[src/design/assert_macros.svh]
// Assertion helpers for the design files (used by adsr_envelope_step)
`ifndef ASSERT_MACROS_SVH
`define ASSERT_MACROS_SVH

// Same-cycle implication, disabled while in reset
`define ASSERT_SAME(lbl, clk, rst_n, ante, cons, msg) \
  lbl: assert property (@(posedge clk) disable iff (!rst_n) (ante) |-> (cons)) \
    else $error(msg);

// Next-cycle implication, disabled while in reset
`define ASSERT_NEXT(lbl, clk, rst_n, ante, cons, msg) \
  lbl: assert property (@(posedge clk) disable iff (!rst_n) (ante) |=> (cons)) \
    else $error(msg);

`endif

[src/design/adsr_pkg.sv]
package adsr_pkg;

  // Q1.24 unity, idle floor (about 0.001) and Q16 unity gain
  localparam logic [24:0] ONE_Q24    = 25'd16777216;
  localparam logic [24:0] IDLE_FLOOR = 25'd16777;
  localparam logic [16:0] GAIN_ONE   = 17'd65536;

  typedef enum logic [2:0] {
    PH_IDLE    = 3'd0,
    PH_ATTACK  = 3'd1,
    PH_DECAY   = 3'd2,
    PH_SUSTAIN = 3'd3,
    PH_RELEASE = 3'd4
  } phase_t;

  typedef enum logic [1:0] {
    CMD_TICK    = 2'd0,
    CMD_KEY_ON  = 2'd1,
    CMD_KEY_OFF = 2'd2,
    CMD_NOP     = 2'd3
  } cmd_t;

  // Configuration register indexes
  typedef enum logic [2:0] {
    REG_ATTACK_STEP   = 3'd0,
    REG_DECAY_STEP    = 3'd1,
    REG_SUSTAIN_STEP  = 3'd2,
    REG_RELEASE_STEP  = 3'd3,
    REG_SUSTAIN_LEVEL = 3'd4,
    REG_TL_GAIN       = 3'd5,
    REG_MODE_FLAGS    = 3'd6
  } reg_idx_t;

  typedef struct packed {
    logic [24:0] attack_step;
    logic [24:0] decay_step;
    logic [24:0] sustain_step;
    logic [24:0] release_step;
    logic [24:0] sustain_level;
    logic [16:0] tl_gain;
    logic        zero_decay;
    logic        ignore_key_off;
    logic        bypass;
  } cfg_t;

  typedef struct packed {
    logic [24:0] level;
    logic [16:0] gain;
    phase_t      phase;
  } step_res_t;

endpackage

[src/design/adsr_if.sv]
interface adsr_in_if;
  logic        valid;
  logic        ready;
  logic [1:0]  cmd;
  logic [24:0] level_in;
  logic [16:0] velocity;

  modport source (output valid, cmd, level_in, velocity, input ready);
  modport sink   (input valid, cmd, level_in, velocity, output ready);
endinterface

interface adsr_out_if;
  logic        valid;
  logic        ready;
  logic [24:0] level_out;
  logic [16:0] note_gain;
  logic [2:0]  phase_out;

  modport source (output valid, level_out, note_gain, phase_out, input ready);
  modport sink   (input valid, level_out, note_gain, phase_out, output ready);
endinterface

[src/design/adsr_calc.sv]
module adsr_calc (
  input  adsr_pkg::cfg_t      cfg,
  input  adsr_pkg::phase_t    phase,
  input  logic [1:0]          cmd,
  input  logic [24:0]         level_in,
  input  logic [16:0]         velocity,
  output adsr_pkg::step_res_t res
);
  import adsr_pkg::*;

  phase_t      ph;
  logic [24:0] lvl;
  logic [24:0] sl;
  logic [25:0] att_sum;
  logic [25:0] dec_diff;
  logic [24:0] fall_step;
  logic [25:0] floor_lim;
  logic [24:0] fall_lvl;
  phase_t      fall_ph;
  logic [24:0] tick_lvl;
  phase_t      tick_ph;
  logic [33:0] prod;
  logic [17:0] prod_q16;
  logic [16:0] kon_gain;

  // Out-of-range codes and levels
  assign ph  = (phase > PH_RELEASE) ? PH_IDLE : phase;
  assign lvl = (level_in > ONE_Q24) ? ONE_Q24 : level_in;
  assign sl  = (cfg.sustain_level > ONE_Q24) ? ONE_Q24 : cfg.sustain_level;

  assign att_sum  = {1'b0, lvl} + {1'b0, cfg.attack_step};
  assign dec_diff = {1'b0, lvl} - {1'b0, sl};

  // Sustain/release fall: lvl - step <= floor  <=>  lvl <= step + floor
  assign fall_step = (ph == PH_SUSTAIN) ? cfg.sustain_step : cfg.release_step;
  assign floor_lim = {1'b0, fall_step} + {1'b0, IDLE_FLOOR};
  always_comb begin
    if ({1'b0, lvl} <= floor_lim) begin
      fall_lvl = '0;
      fall_ph  = PH_IDLE;
    end else begin
      fall_lvl = lvl - fall_step;
      fall_ph  = ph;
    end
  end

  // Tick update per phase
  always_comb begin
    tick_lvl = lvl;
    tick_ph  = ph;
    if (cfg.bypass) begin
      tick_lvl = ONE_Q24;
    end else begin
      unique case (ph)
        PH_ATTACK: begin
          if (att_sum >= {1'b0, ONE_Q24}) begin
            tick_lvl = ONE_Q24;
            tick_ph  = PH_DECAY;
          end else begin
            tick_lvl = att_sum[24:0];
          end
        end
        PH_DECAY: begin
          if (cfg.zero_decay) begin
            tick_lvl = ONE_Q24;
            tick_ph  = PH_SUSTAIN;
          end else if (lvl > sl) begin
            if (cfg.decay_step != '0) begin
              if ({1'b0, cfg.decay_step} >= dec_diff) begin
                tick_lvl = sl;
                tick_ph  = PH_SUSTAIN;
              end else begin
                tick_lvl = lvl - cfg.decay_step;
              end
            end
          end else begin
            tick_lvl = sl;
            tick_ph  = PH_SUSTAIN;
          end
        end
        PH_SUSTAIN: begin
          if (cfg.sustain_step != '0) begin
            tick_lvl = fall_lvl;
            tick_ph  = fall_ph;
          end
        end
        PH_RELEASE: begin
          tick_lvl = fall_lvl;
          tick_ph  = fall_ph;
        end
        default: begin
          tick_lvl = lvl;
        end
      endcase
    end
  end

  // Key-on gain: Q16 product truncated and saturated at unity; in bypass, velocity saturated at unity
  assign prod     = 34'(velocity) * 34'(cfg.tl_gain);
  assign prod_q16 = prod[33:16];
  always_comb begin
    if (cfg.bypass) begin
      kon_gain = (velocity > GAIN_ONE) ? GAIN_ONE : velocity;
    end else begin
      kon_gain = (prod_q16 > {1'b0, GAIN_ONE}) ? GAIN_ONE : prod_q16[16:0];
    end
  end

  // Command decode
  always_comb begin
    res.level = lvl;
    res.gain  = '0;
    res.phase = ph;
    unique case (cmd_t'(cmd))
      CMD_TICK: begin
        res.level = tick_lvl;
        res.phase = tick_ph;
      end
      CMD_KEY_ON: begin
        res.gain = kon_gain;
        if (!cfg.bypass) res.phase = PH_ATTACK;
      end
      CMD_KEY_OFF: begin
        if (!cfg.bypass && !cfg.ignore_key_off) res.phase = PH_RELEASE;
      end
      default: begin
        res.phase = ph;
      end
    endcase
  end

endmodule

[src/design/adsr_envelope_step.sv]
// An input transaction passes through the input register, then the result register.
// One transaction per cycle while the output is not stalled; the envelope phase update and the
// key-on gain multiply sit in one combinational pass between the two registers.
// Reset (synchronous, rst_n low): both stages empty, phase idle, steps and
// sustain level zero, total-level gain unity, mode flags clear.
`include "assert_macros.svh"

module adsr_envelope_step (
  input  logic                  clk,
  input  logic                  rst_n,
  adsr_in_if.sink               in_ch,
  adsr_out_if.source            out_ch,
  input  logic                  cfg_we,
  input  logic [2:0]            cfg_idx,
  input  logic [24:0]           cfg_wdata
);
  import adsr_pkg::*;

  cfg_t        cfg_r;
  phase_t      phase_r;
  logic        s1_valid_r;
  logic [1:0]  s1_cmd_r;
  logic [24:0] s1_level_r;
  logic [16:0] s1_vel_r;
  logic        out_valid_r;
  step_res_t   out_res_r;
  step_res_t   calc_res;
  logic        out_free;
  logic        s1_fire;
  logic        in_fire;
  logic        s1_no_kon;

  // Configuration writes
  always_ff @(posedge clk) begin
    if (!rst_n) begin
      cfg_r.attack_step    <= '0;
      cfg_r.decay_step     <= '0;
      cfg_r.sustain_step   <= '0;
      cfg_r.release_step   <= '0;
      cfg_r.sustain_level  <= '0;
      cfg_r.tl_gain        <= GAIN_ONE;
      cfg_r.zero_decay     <= 1'b0;
      cfg_r.ignore_key_off <= 1'b0;
      cfg_r.bypass         <= 1'b0;
    end else if (cfg_we) begin
      unique case (reg_idx_t'(cfg_idx))
        REG_ATTACK_STEP:   cfg_r.attack_step   <= cfg_wdata;
        REG_DECAY_STEP:    cfg_r.decay_step    <= cfg_wdata;
        REG_SUSTAIN_STEP:  cfg_r.sustain_step  <= cfg_wdata;
        REG_RELEASE_STEP:  cfg_r.release_step  <= cfg_wdata;
        REG_SUSTAIN_LEVEL: cfg_r.sustain_level <= cfg_wdata;
        REG_TL_GAIN:       cfg_r.tl_gain       <= cfg_wdata[16:0];
        REG_MODE_FLAGS: begin
          cfg_r.bypass         <= cfg_wdata[0];
          cfg_r.ignore_key_off <= cfg_wdata[1];
          cfg_r.zero_decay     <= cfg_wdata[2];
        end
        default: begin
          cfg_r <= cfg_r;
        end
      endcase
    end
  end

  // Pipeline handshake
  assign out_free    = !out_valid_r || out_ch.ready;
  assign s1_fire     = s1_valid_r && out_free;
  assign in_ch.ready = !s1_valid_r || out_free;
  assign in_fire     = in_ch.valid && in_ch.ready;

  // Input register
  always_ff @(posedge clk) begin
    if (!rst_n) begin
      s1_valid_r <= 1'b0;
    end else if (in_ch.ready) begin
      s1_valid_r <= in_ch.valid;
    end
  end

  always_ff @(posedge clk) begin
    if (in_fire) begin
      s1_cmd_r   <= in_ch.cmd;
      s1_level_r <= in_ch.level_in;
      s1_vel_r   <= in_ch.velocity;
    end
  end

  adsr_calc u_calc (
    .cfg      (cfg_r),
    .phase    (phase_r),
    .cmd      (s1_cmd_r),
    .level_in (s1_level_r),
    .velocity (s1_vel_r),
    .res      (calc_res)
  );

  // Phase state and result register
  always_ff @(posedge clk) begin
    if (!rst_n) begin
      phase_r     <= PH_IDLE;
      out_valid_r <= 1'b0;
    end else begin
      if (s1_fire) phase_r <= calc_res.phase;
      if (out_free) out_valid_r <= s1_valid_r;
    end
  end

  always_ff @(posedge clk) begin
    if (s1_fire) out_res_r <= calc_res;
  end

  assign out_ch.valid     = out_valid_r;
  assign out_ch.level_out = out_res_r.level;
  assign out_ch.note_gain = out_res_r.gain;
  assign out_ch.phase_out = out_res_r.phase;

  // Checks
  assign s1_no_kon = s1_fire && (s1_cmd_r != CMD_KEY_ON);

  `ASSERT_NEXT(a_stage_moves, clk, rst_n, s1_fire, out_valid_r, "result lost after stage")
  `ASSERT_SAME(a_level_range, clk, rst_n, out_valid_r, out_res_r.level <= ONE_Q24, "level > one")
  `ASSERT_NEXT(a_gain_keyon, clk, rst_n, s1_no_kon, out_res_r.gain == '0, "gain without key-on")

endmodule
[src/flat_wrapper.sv]
// flat-port wrapper written by rule: the top's interface ports become plain ports
module adsr_envelope_step_flat import adsr_pkg::*;
  (clk, rst_n, cfg_we, cfg_idx, cfg_wdata, in_ch_valid, in_ch_cmd, in_ch_level_in, in_ch_velocity, in_ch_ready, out_ch_valid, out_ch_level_out, out_ch_note_gain, out_ch_phase_out, out_ch_ready);
  adsr_in_if in_ch_i ();
  adsr_out_if out_ch_i ();
  input  logic clk;
  input  logic rst_n;
  input  logic cfg_we;
  input  logic [2:0] cfg_idx;
  input  logic [24:0] cfg_wdata;
  input wire logic [$bits(in_ch_i.valid)-1:0] in_ch_valid;
  input wire logic [$bits(in_ch_i.cmd)-1:0] in_ch_cmd;
  input wire logic [$bits(in_ch_i.level_in)-1:0] in_ch_level_in;
  input wire logic [$bits(in_ch_i.velocity)-1:0] in_ch_velocity;
  output wire logic [$bits(in_ch_i.ready)-1:0] in_ch_ready;
  output wire logic [$bits(out_ch_i.valid)-1:0] out_ch_valid;
  output wire logic [$bits(out_ch_i.level_out)-1:0] out_ch_level_out;
  output wire logic [$bits(out_ch_i.note_gain)-1:0] out_ch_note_gain;
  output wire logic [$bits(out_ch_i.phase_out)-1:0] out_ch_phase_out;
  input wire logic [$bits(out_ch_i.ready)-1:0] out_ch_ready;
  assign in_ch_i.valid = in_ch_valid;
  assign in_ch_i.cmd = in_ch_cmd;
  assign in_ch_i.level_in = in_ch_level_in;
  assign in_ch_i.velocity = in_ch_velocity;
  assign in_ch_ready = in_ch_i.ready;
  assign out_ch_valid = out_ch_i.valid;
  assign out_ch_level_out = out_ch_i.level_out;
  assign out_ch_note_gain = out_ch_i.note_gain;
  assign out_ch_phase_out = out_ch_i.phase_out;
  assign out_ch_i.ready = out_ch_ready;
  adsr_envelope_step u_core (.clk(clk), .rst_n(rst_n), .in_ch(in_ch_i), .out_ch(out_ch_i), .cfg_we(cfg_we), .cfg_idx(cfg_idx), .cfg_wdata(cfg_wdata));
endmodule
[config.mk]
export PLATFORM = sky130hd
export DESIGN_NAME = adsr_envelope_step_flat
export DESIGN_NICKNAME = d
export VERILOG_FILES = /design/src/design/adsr_pkg.sv /design/src/design/adsr_if.sv /design/src/design/adsr_calc.sv /design/src/design/adsr_envelope_step.sv /design/src/flat_wrapper.sv
export VERILOG_INCLUDE_DIRS = /design/src /design/src/design
export SDC_FILE = /design/constraint.sdc
export NUM_CORES = 1
export LEC_CHECK = 0
export BUFFER_PORTS_ARGS = -buffer_cell sky130_fd_sc_hd__buf_2
export CAP_MARGIN = 20
export CORE_MARGIN = 10
export CORE_UTILIZATION = 50
export DETAILED_ROUTE_END_ITERATION = 16
export GPL_TIMING_DRIVEN = 0
export PLACE_DENSITY = 0.67
export SYNTH_ARGS = -nofsm -noshare
export SYNTH_HDL_FRONTEND = slang
export SYNTH_SLANG_ARGS = --single-unit
export TNS_END_PERCENT = 100
[constraint.sdc]
create_clock -name clk -period 8.35 [get_ports clk]
set_input_delay 1.67 -clock clk [delete_from_list [all_inputs] [get_ports clk]]
set_output_delay 1.67 -clock clk [all_outputs]
set_load 0.05 [all_outputs]
==> reports/metrics.csv <==
stage,metric,value,unit
clocking,cts bufs inserted,29,
placement,DP Area,27500,µm²
setup_path,CP peak stage delay,0.42,ns
yosys,"EDFF count, synth",89,
cells_and_area,final instance area,28500,µm²
floorplan,die span in y,248,µm
global_route,initial antenna violation count,5,
cells_and_area,fillcell total,4844,
detailed_routing,vias,24100,
timing,Worst-Margin Slew,1.24,ns
timing,final hold violations,0,
setup_path,cell family with most CP delay,compound AO/OA/AOI/OAI gates,
setup_path,Setup crit end kind,register,
detailed_routing,remaining antenna violation count,0,
floorplan,starting density of the core,50.6,%
yosys,"flops & latches, synth",239,
power_and_ir_drop,P per Cell Area,129,nW/µm²
detailed_routing,drt drc,0,
yosys,synthesized area,26000,µm²
global_route,pin count of the biggest net entering global routing,28,
cells_and_area,Reg area,5680,µm²
yosys,Cell variety after synth,88,
yosys,top_reg_cell synth,dfxtp_1,
detailed_routing,DR WL/cell,23.0,µm
timing,WHS,0.456,ns
placement,hpwl dp,76100,µm
cells_and_area,synth-to-layout area growth,9.52,%
global_route,M1 GR Usage,42.0,%
yosys,Synth area leaders,"fa_1 17%, ha_1 12%, dfxtp_1 12%, edfxtp_1 10%, nand2_1 8.9%",
clocking,CTS tree,built,
setup_path,critical path required time,8.73,ns
yosys,Synth warnings,0,
timing,fin. max-slew vios,0,
timing,setup violators final,0,
cells_and_area,most frequent cells in the layout,"615 x nand2_1, 332 x inv_1, 320 x a21oi_1, 255 x ha_1, 226 x fa_1",
global_route,GRT Util Overall,29.2,%
clocking,"CTS clk-pin slew, worst paths",0.06,ns
clocking,hold buffer count at CTS,0,
floorplan,Core Rows,83,
timing,Final period util,95.9,%
floorplan,die width,248,µm
detailed_routing,Pre-Repair DR Iteration Count,6,
yosys,syn nets,3712,
yosys,Yosys top cell area share,17.4,%
worst_hold_path,Hold/Removal Path Class,reg -> reg,
timing,Slew headroom,16.9,%
global_route,met2 usage,43.0,%
setup_path,critical path depth,28,
clocking,H-tree depth,1,
cells_and_area,Final Net Count,3858,
setup_path,"Top cell by count, worst path",a21o_1,
cells_and_area,layout cells sized above 1,6.83,%
cells_and_area,footprint of the multi-input gates,18500,µm²
setup_path,CP Class,reg -> reg,
global_route,number of global-route vias before repair,23200,
cells_and_area,"most common cell after layout, fill and taps aside",nand2_1,
detailed_routing,WL final,92000,µm
timing,RSZ-0062 raised after global routing,false,
yosys,register area share after synthesis,21.8,%
clocking,clock root buffer master,clkbuf_16,
flow_run,MaxCap Viol Count,0,
setup_path,Crit-path slowest cell,a221oi_1,
placement,I/O Buffers,121,
floorplan,core area,51400,µm²
yosys,Synth Instances,3154,
yosys,Mapped Avg Cell Area,8.25,µm²
detailed_routing,via/cell ratio,6.03,
timing,Max Clock Freq,125,MHz
yosys,Synth area leader,fa_1,
global_route,first-pass GRT wire length,137000,µm
floorplan,die area,61600,µm²
placement,GP Congestion,0.991,
global_route,met3 Track Usage GR,7.50,%
clocking,Worst-Skew Late Latency,0.58,ns
global_route,GRT overflow,0,
detailed_routing,DRT iter0 DRCs,2503,
global_route,busiest grt layer,met2,
power_and_ir_drop,Max VDD drop,0.138,mV
worst_hold_path,cell count of the worst hold path,2,
timing,Final Critical Period,8.00,ns
clocking,Num Clock Sinks,239,
setup_path,WP buf/inv,4,
timing,Layout Skew,0.0129,ns
setup_path,Critical Path AT,8.39,ns
setup_path,R2R cell count,28,
outcome,status,completed,
clocking,maximum root-to-sink buffer count,3,
setup_path,Critical Path Source Type,register,
yosys,"Async S/R FF share, synth",0,%
setup_path,CP max FO,10,
floorplan,# IOs,124,
power_and_ir_drop,Lkg Pwr,12.3,nW
==> metal layers <==
layer	wire, µm	share of wire (%)
met5	59	0.064
met4	2370	2.6
met3	10500	11
met2	38500	42
met1	40500	44
==> stage by stage <==
stage	util, %	instances	power [W]	setup TNS, ns	setup WS [ns]
3_5_place_dp	53.6	3959	0.00241	-0.795	-0.102
5_1_grt	55.5	4002	0.00384	0	0.0223
3_3_place_gp	53.5	3955	0.00239	0	0.0344
2_1_floorplan	-	3154	0.00207	0	1.66
6_report	55.5	4003	0.00367	0	0.345
4_1_cts	55.4	4009	0.00365	0	0.0112
==> power by group <==
part           switching [W]  internal [W]
Sequential         0.0000417       0.00125
Combinational       0.000733      0.000396
Clock               0.000521      0.000727
Total                0.00130       0.00238
==> registers in the layout, indices dropped and copies added (netlist names) <==
signal	flops
u_core.out_ch.valid	1
u_core.out_ch.level_out	25
u_core.s1_valid_r	1
u_core.out_ch.phase_out	3
u_core.cfg_r	145
u_core.out_ch.note_gain	17
u_core.s1_level_r	25
u_core.phase_r	3
u_core.s1_vel_r	17
u_core.s1_cmd_r	2
==> tightest hold or removal path, delay by kind of cell, from the launching register on <==
kind | cells | cell delay [ns]
flops | 1 | 0.31
compound gates | 1 | 0.05
simple gates | 1 | 0.05
==> Yosys cell counts, drive strengths merged, types with 8 or more instances <==
library cell / instances
nand2: 615
inv: 335
a21oi: 320
ha: 255
fa: 226
dfxtp: 150
clkbuf: 134
and2: 107
nor2: 107
o21ai: 94
edfxtp: 89
xnor2: 71
nand3: 51
a21o: 49
xor2: 48
nor3: 40
a31oi: 31
nor4: 31
mux2i: 30
nand2b: 30
o21a: 26
nor2b: 25
a221oi: 24
nand4: 24
a211oi: 23
buf: 16
and3: 15
o21bai: 14
o22ai: 14
a32o: 12
a211o: 11
o211ai: 10
or3: 10
a2111oi: 8
==> worst paths after layout <==
| path | slack (ns) | to | startpoint |
|---|---|---|---|
| setup / recovery | 0.35 | u_core.out_ch.level_out[12] | u_core.s1_level_r[6] |
| setup reg to reg | 0.35 | u_core.out_ch.level_out[12] | u_core.s1_level_r[6] |
| hold reg to reg | 0.46 | u_core.cfg_r[59] | u_core.cfg_r[59] |
| hold / removal | 0.46 | u_core.cfg_r[59] | u_core.cfg_r[59] |
==> area by class of cell <==
class	count	area share [%]
multi-input cells	2429	65.0
flip-flops and latches	239	19.9
inverters	336	4.45
clock buffers	47	3.01
well taps	680	2.98
repair buffers	127	2.41
plain buffers	138	1.97
clock inverters	6	0.224
diodes	1	0.00878
==> cell families (layout without fill, tap and decap cells) <==
family / count (synthesis) / count (layout) / share of synthesized area [%]
AO/OA/AOI/OAI: 710 / 710 / 17.0
XOR/XNOR: 119 / 119 / 4.00
adder cells (fa/ha/maj): 481 / 481 / 29.6
buffers and inverters: 486 / 654 / 7.12
flip-flops: 239 / 239 / 21.8
multiplexers: 33 / 33 / 1.35
other: 0 / 1 / 0
AND/OR/NAND/NOR: 1086 / 1086 / 19.1
==> what timing repair did <==
item | 4_1_cts | 5_1_grt
endpoints found under the setup margin | 13 | 40
setup buffers | 0 | 2
gates resized for setup | 3 | 28
gates cloned | 0 | 0
(Power assumes the default switching activity.)
